**src/hdl/slm_pkg.sv**
```systemverilog
// Shared types and constants for the section latency monitor.
// Request and status codes, per-slot statistics record and its cleared value.
// No dependencies.
package slm_pkg;

	localparam int TAG_W  = 16;
	localparam int TS_W   = 48;
	localparam int SUM_W  = 64;
	localparam int MAX_W  = 49;
	localparam int CNT_W  = 32;
	localparam int SEL_W  = 4;
	localparam int STAT_W = 3;

	localparam logic [1:0] REQ_BEGIN = 2'd0;
	localparam logic [1:0] REQ_END   = 2'd1;
	localparam logic [1:0] REQ_CLEAR = 2'd2;
	localparam logic [1:0] REQ_READ  = 2'd3;

	localparam logic [STAT_W-1:0] ST_OK           = 3'd0;
	localparam logic [STAT_W-1:0] ST_DOUBLE_BEGIN = 3'd1;
	localparam logic [STAT_W-1:0] ST_END_NO_BEGIN = 3'd2;
	localparam logic [STAT_W-1:0] ST_UNKNOWN_TAG  = 3'd3;
	localparam logic [STAT_W-1:0] ST_TABLE_FULL   = 3'd4;
	localparam logic [STAT_W-1:0] ST_SLOT_UNUSED  = 3'd5;

	localparam logic [TS_W-1:0]  MIN_NONE = 48'd2147483647;
	localparam logic [MAX_W-1:0] MAX_NONE = {MAX_W{1'b1}};

	typedef struct packed {
		logic [SUM_W-1:0]        sum;
		logic [TS_W-1:0]         min1;
		logic [TS_W-1:0]         min2;
		logic signed [MAX_W-1:0] max1;
		logic signed [MAX_W-1:0] max2;
		logic [CNT_W-1:0]        cnt;
	} stats_t;

	localparam stats_t STATS_CLR = '{
		sum:  '0,
		min1: MIN_NONE,
		min2: MIN_NONE,
		max1: MAX_NONE,
		max2: MAX_NONE,
		cnt:  '0
	};

endpackage

```
**src/hdl/slm_tag_cam.sv**
```systemverilog
// Tag store with parallel match: registered hit and free vectors,
// lowest-index encode of both. Depends on slm_pkg.
module slm_tag_cam
	import slm_pkg::*;
#(
	parameter int SLOTS = 16,
	parameter int IW    = 4
) (
	input  logic             clk,
	input  logic             cmp_en,
	input  logic [TAG_W-1:0] cmp_tag,
	input  logic [SLOTS-1:0] used,
	input  logic             wr_en,
	input  logic [IW-1:0]    wr_idx,
	input  logic [TAG_W-1:0] wr_tag,
	input  logic [IW-1:0]    rd_idx,
	output logic [TAG_W-1:0] rd_tag,
	output logic             hit,
	output logic [IW-1:0]    hit_idx,
	output logic             free,
	output logic [IW-1:0]    free_idx
);

	logic [TAG_W-1:0] tags_q [SLOTS];
	logic [SLOTS-1:0] hit_vec_q;
	logic [SLOTS-1:0] free_vec_q;

	always_ff @(posedge clk) begin
		if (wr_en) begin
			tags_q[wr_idx] <= wr_tag;
		end
	end

	// match vector is taken on the accept edge and encoded combinationally in the next cycle
	always_ff @(posedge clk) begin
		if (cmp_en) begin
			for (int i = 0; i < SLOTS; i++) begin
				hit_vec_q[i] <= used[i] && (tags_q[i] == cmp_tag);
			end
			free_vec_q <= ~used;
		end
	end

	always_comb begin
		hit      = |hit_vec_q;
		free     = |free_vec_q;
		hit_idx  = '0;
		free_idx = '0;
		for (int i = SLOTS - 1; i >= 0; i--) begin
			if (hit_vec_q[i]) begin
				hit_idx = IW'(i);
			end
			if (free_vec_q[i]) begin
				free_idx = IW'(i);
			end
		end
	end

	assign rd_tag = tags_q[rd_idx];

endmodule

```
**config.mk**
```make
export PLATFORM = sky130hd
export DESIGN_NAME = slm_tag_cam
export DESIGN_NICKNAME = d
export VERILOG_FILES = /design/src/hdl/slm_pkg.sv /design/src/hdl/slm_tag_cam.sv
export SDC_FILE = /design/constraint.sdc
export NUM_CORES = 1
export LEC_CHECK = 0
export BUFFER_PORTS_ARGS = -buffer_cell sky130_fd_sc_hd__buf_4
export CAP_MARGIN = 20
export CORE_MARGIN = 2
export CORE_UTILIZATION = 55
export CTS_CLUSTER_SIZE = 28
export DETAILED_ROUTE_END_ITERATION = 16
export HOLD_SLACK_MARGIN = 0.12
export PLACE_DENSITY_LB_ADDON = 0.25
export SLEW_MARGIN = 20
export SYNTH_ARGS = -nofsm -noshare
export SYNTH_HDL_FRONTEND = slang
export SYNTH_SLANG_ARGS = --single-unit
```
**constraint.sdc**
```tcl
create_clock -name clk -period 2.5 [get_ports clk]
set_input_delay 0.5 -clock clk [delete_from_list [all_inputs] [get_ports clk]]
set_output_delay 0.5 -clock clk [all_outputs]
set_load 0.01 [all_outputs]
```
; ---- After elaboration in Yosys (flattened, before gate mapping)
; Memories as Yosys holds them, arrays and structs flattened.
; Cells that the tools add are included.
[totals]
elab_cells = 72
latchBits = 0
rom_bits = 0
output_inout_bits = 26
ff_bits = 32
n_memories = 1
input_bits = 59
ramBits = 256
[op_classes]
div_mod_pow = 0
eq_ne = 16
add_sub_neg = 0
mul = 0
n_mux = 34
reduce_logical = 18
shift = 0
order_cmp = 0
bitwise_logic = 1
[mem_list]
columns = memory, words, word_bits, rd, rd_clocked_by_memory_dff, write_ports, line
row1 = tags_q, 16, 16, 17, 0, 1, slm_tag_cam.sv:24  ; logic [TAG_W-1:0] tags_q [SLOTS];
[op_table]
columns = cell, n
row1 = 16-bit == test, 16
row2 = 4-bit two-way mux, 32
row3 = 16-bit OR reduction, 2
row4 = 1-bit logical AND, 16
row5 = 16-bit NOT, 1
row6 = 1-bit two-way mux, 2

; ---- Longest topological paths before layout
[depth]
ltp_word = 16
depth_mapped = 6
ltp_nobuf = 4

; ---- Worst setup path before layout
; No wires, ideal clock.
[synth_timing]
path_type = input to register
startpoint = input wr_idx[2]
endpoint = memory tags_q[0][0] (enable)
stages = 2
path_buffers = 0
t_arrival_ns = 2.146
slack_ns = -0.055
setup_time_ns = 0.409
required_ns = 2.091
path_cell_list = or3b_2 nor3_1
[synth_lines]
columns = element, line
row1 = "start, declared", slm_tag_cam.sv:14  ; input logic [IW-1:0] wr_idx,
row2 = "end, declared", slm_tag_cam.sv:24
; Straight into the memory's write port.

==> impl_metrics.csv <==
group,metric,value,unit
logic_synthesis,avgSynthCellArea,15.4,um2
grt,grt_pass1_wl,56.4,mm
run_status,status,"completed",
setup_path,cpLargestDelayFamily,"multiplexers",
floorplan,dieArea,0.0269,mm2
floorplan,rows,58,
route,detail-route-antenna-nets,0,
logic_synthesis,ys_top_cells_by_count,"288 x edfxtp_1, 256 x xor2_1, 56 x mux4_2, 52 x nor4_1, 36 x nor3_1",
setup_path,ff2ff_setup_slack,0.50,ns
sta,max_freq,0.402,GHz
setup_path,critPathMaxFanout,2,
clock_tree,cts_root_buffer,"clkbuf_16",
setup_path,crit_buf_inv,1,
clock_tree,cts_made_buffers,30,
route,drc,0,
sta,final.hold.worst_slack,0.212,ns
setup_path,r2r_end,"hit_vec_q[4]",
setup_path,crit_cells,4,
setup_path,arrival,1.99,ns
grt,grt_start_max_net_pins,33,
clock_tree,clockBufferDepth,3,
sta,setup_viol,0,
grt,antenna_found_initial,0,
placed_design,pre_cts_ws,-0.0642,ns
sta,relSlewSlack,54.4,%
sta,hold_viol,0,
setup_path,crit_slowest_cell,"mux4_2",
power,ir_drop,0.440,mV
clock_tree,cts.sinks,288,
floorplan,die_y,164,um
logic_synthesis,synthCells,912,
logic_synthesis,synth_top_cell_by_area,"edfxtp_1",
setup_path,cp-end-kind,"output pin",
logic_synthesis,synth_edf_count,288,
clock_tree,cts_tree,"done",
sta,rsz0062_at_grt,"true",
logic_synthesis,yosys_most_used_dff,"edfxtp_1",
clock_tree,clk_latency,0.57,ns
setup_path,start_kind,"flop",
route,first_pass_iters,5,
finish,layout.core_utilization,65.9,%
sta,fin_ws,0.0149,ns
finish,drive_gt1_share,27.6,%
finish,area_growth,17.9,%
logic_synthesis,yosys.cell_types.count,31,
floorplan,io_pins,85,
setup_path,rr_startpoint,"tags_q[4][12]",
grt,grt_pass1_vias,8531,
setup_path,cp_cell_sequence,"mux4_2, a22oi_2, nand2_1, buf_4",
floorplan,core_area,0.0252,mm2
logic_synthesis,syn_area,0.0141,mm2
sta,skew,0.0178,ns
setup_path,worst-setup-path-type,"reg2out",
finish,diodes,0,
clock_tree,clk_pin_slew,0.06,ns
power,power_density,667,mW/mm2
job,maxCapViolCount,0,
logic_synthesis,async_flop_share,0,%
finish,fill_cells,1791,
setup_path,cp-startpoint,"tags_q[15][6]",
route,drt_iter0_drc,1123,
power,p_leak,5.88,nW
setup_path,cp-endpoint,"rd_tag[6]",
route,via_per_inst,6.23,
sta,drv_slew,0,
logic_synthesis,yosysSeqAreaShare,61.4,%
floorplan,die_w,164,um
logic_synthesis,yosysMostFrequentCell,"edfxtp_1",
setup_path,reg2reg_depth,4,
route,via_count,8708,
grt,grt_overflow,0,
hold_path,min_path_type,"in2reg",
logic_synthesis,ys_ff_latch,288,
placed_design,gp_congestion,0.919,
sta,fin_tns_setup,0,ns
logic_synthesis,ys_top_cells_by_area,"edfxtp_1 61%, xor2_1 16%, mux4_2 9.0%, nor4_1 2.3%, a22oi_1 1.7%",
sta,period_minus_slack,2.49,ns
sta,finalCritPeriodShare,99.4,%
setup_path,required,2.00,ns
clock_tree,cts_htree_levels,1,
placed_design,port_buffers,84,
grt,grt_usage,29.6,%
logic_synthesis,synth_top_area_share,61.4,%
finish,layout.nets,1103,
logic_synthesis,synth_fp_nets,971,
sta,worstMarginPinSlew,0.678,ns
setup_path,cpPeakStageDelay,0.50,ns
placed_design,post-dp-hpwl,28.7,mm
floorplan,initial_core_util,55.9,%
route,routed_wl,39.2,mm
logic_synthesis,ys_warn_count,0,
route,wl_per_cell,28.0,um
-- layer usage --
layer	global-route usage, %	wire, um	vias up
li1	-	-	3732
met1	41.9	15800	4336
met5	0	0	-
met2	46.2	17800	577
met3	7.65	4580	63
met4	7.58	1030	0
-- kinds of logic after synthesis --
logic type | after synthesis | share of synthesized area [%]
buffers and inverters | 79 | 2.97
AO/OA/AOI/OAI | 54 | 2.84
multiplexers | 64 | 10.5
flip-flops | 288 | 61.4
AND/OR/NAND/NOR | 171 | 6.36
XOR/XNOR | 256 | 15.9
-- how the worst min path moves through the flow --
| stage | end | slack (ns) | cells past startpoint | startpoint |
|---|---|---|---|---|
| 2_1_floorplan | tags_q[0][0] | 0.60 | 0 | wr_tag[0] |
| 3_3_place_gp | hit_vec_q[12] | 0.65 | 2 | tags_q[12][7] |
| 3_5_place_dp | hit_vec_q[3] | 0.66 | 2 | tags_q[3][9] |
| 4_1_cts | free_vec_q[0] | 0.20 | 2 | used[0] |
| 5_1_grt | free_vec_q[10] | 0.22 | 2 | used[10] |
| 6_report | free_vec_q[0] | 0.21 | 2 | used[0] |
-- power by group --
group / internal [mW] / total, mW / switching (mW)
clock: 2.56 / 4.40 / 1.84
sequential: 5.44 / 5.52 / 0.0832
combinational: 0.476 / 1.15 / 0.673
-- cells in the final DEF (no fill, tap or decap), drive strengths merged, types with 2 or more instances in the layout --
cell type  count
xor2         256
a311o          2
nor3          36
nand2         23
a22oi         32
clkinv        16
o21a           2
a21boi         2
a211oi         2
nor4          52
nand4         16
o32ai          2
nor2b          2
o31ai          4
nor2          29
a2111oi        2
clkbuf        36
or4            2
nand3          5
a21oi          6
buf          153
nand3b         2
edfxtp       288
inv           26
mux4          64
nand2b         2
bufinv         3
-- stage by stage --
step	std cells	cell area, um2	power (mW)
floorplan	912	14100	6.19
global placement	1322	15300	6.68
detailed placement	1322	15300	6.69
CTS	1381	16400	11.1
global route	1398	16600	11.4
finish	1398	16600	11.1
-- sequential cells by signal, summed over array words and instances (netlist names) --
name        count
tags_q        256
free_vec_q     16
hit_vec_q      16
-- area by class of cell --
cell class / instances / area [um2] / area share (%)
clock buffers: 36 / 795 / 4.79
clock inverters: 20 / 169 / 1.02
well taps: 330 / 413 / 2.49
inverters: 26 / 97.6 / 0.588
flip-flops and latches: 288 / 8650 / 52.1
repair buffers: 153 / 1310 / 7.91
multi-input cells: 545 / 5160 / 31.1
-- what timing repair did --
action / in CTS / in global routing
endpoints found under the setup margin: 15 / 15
pin swaps: 1 / 9
hold buffers: 0 / 0
buffers inserted: 3 / 17
resized for setup: 24 / 22
Power figures use the tool's default switching activity.
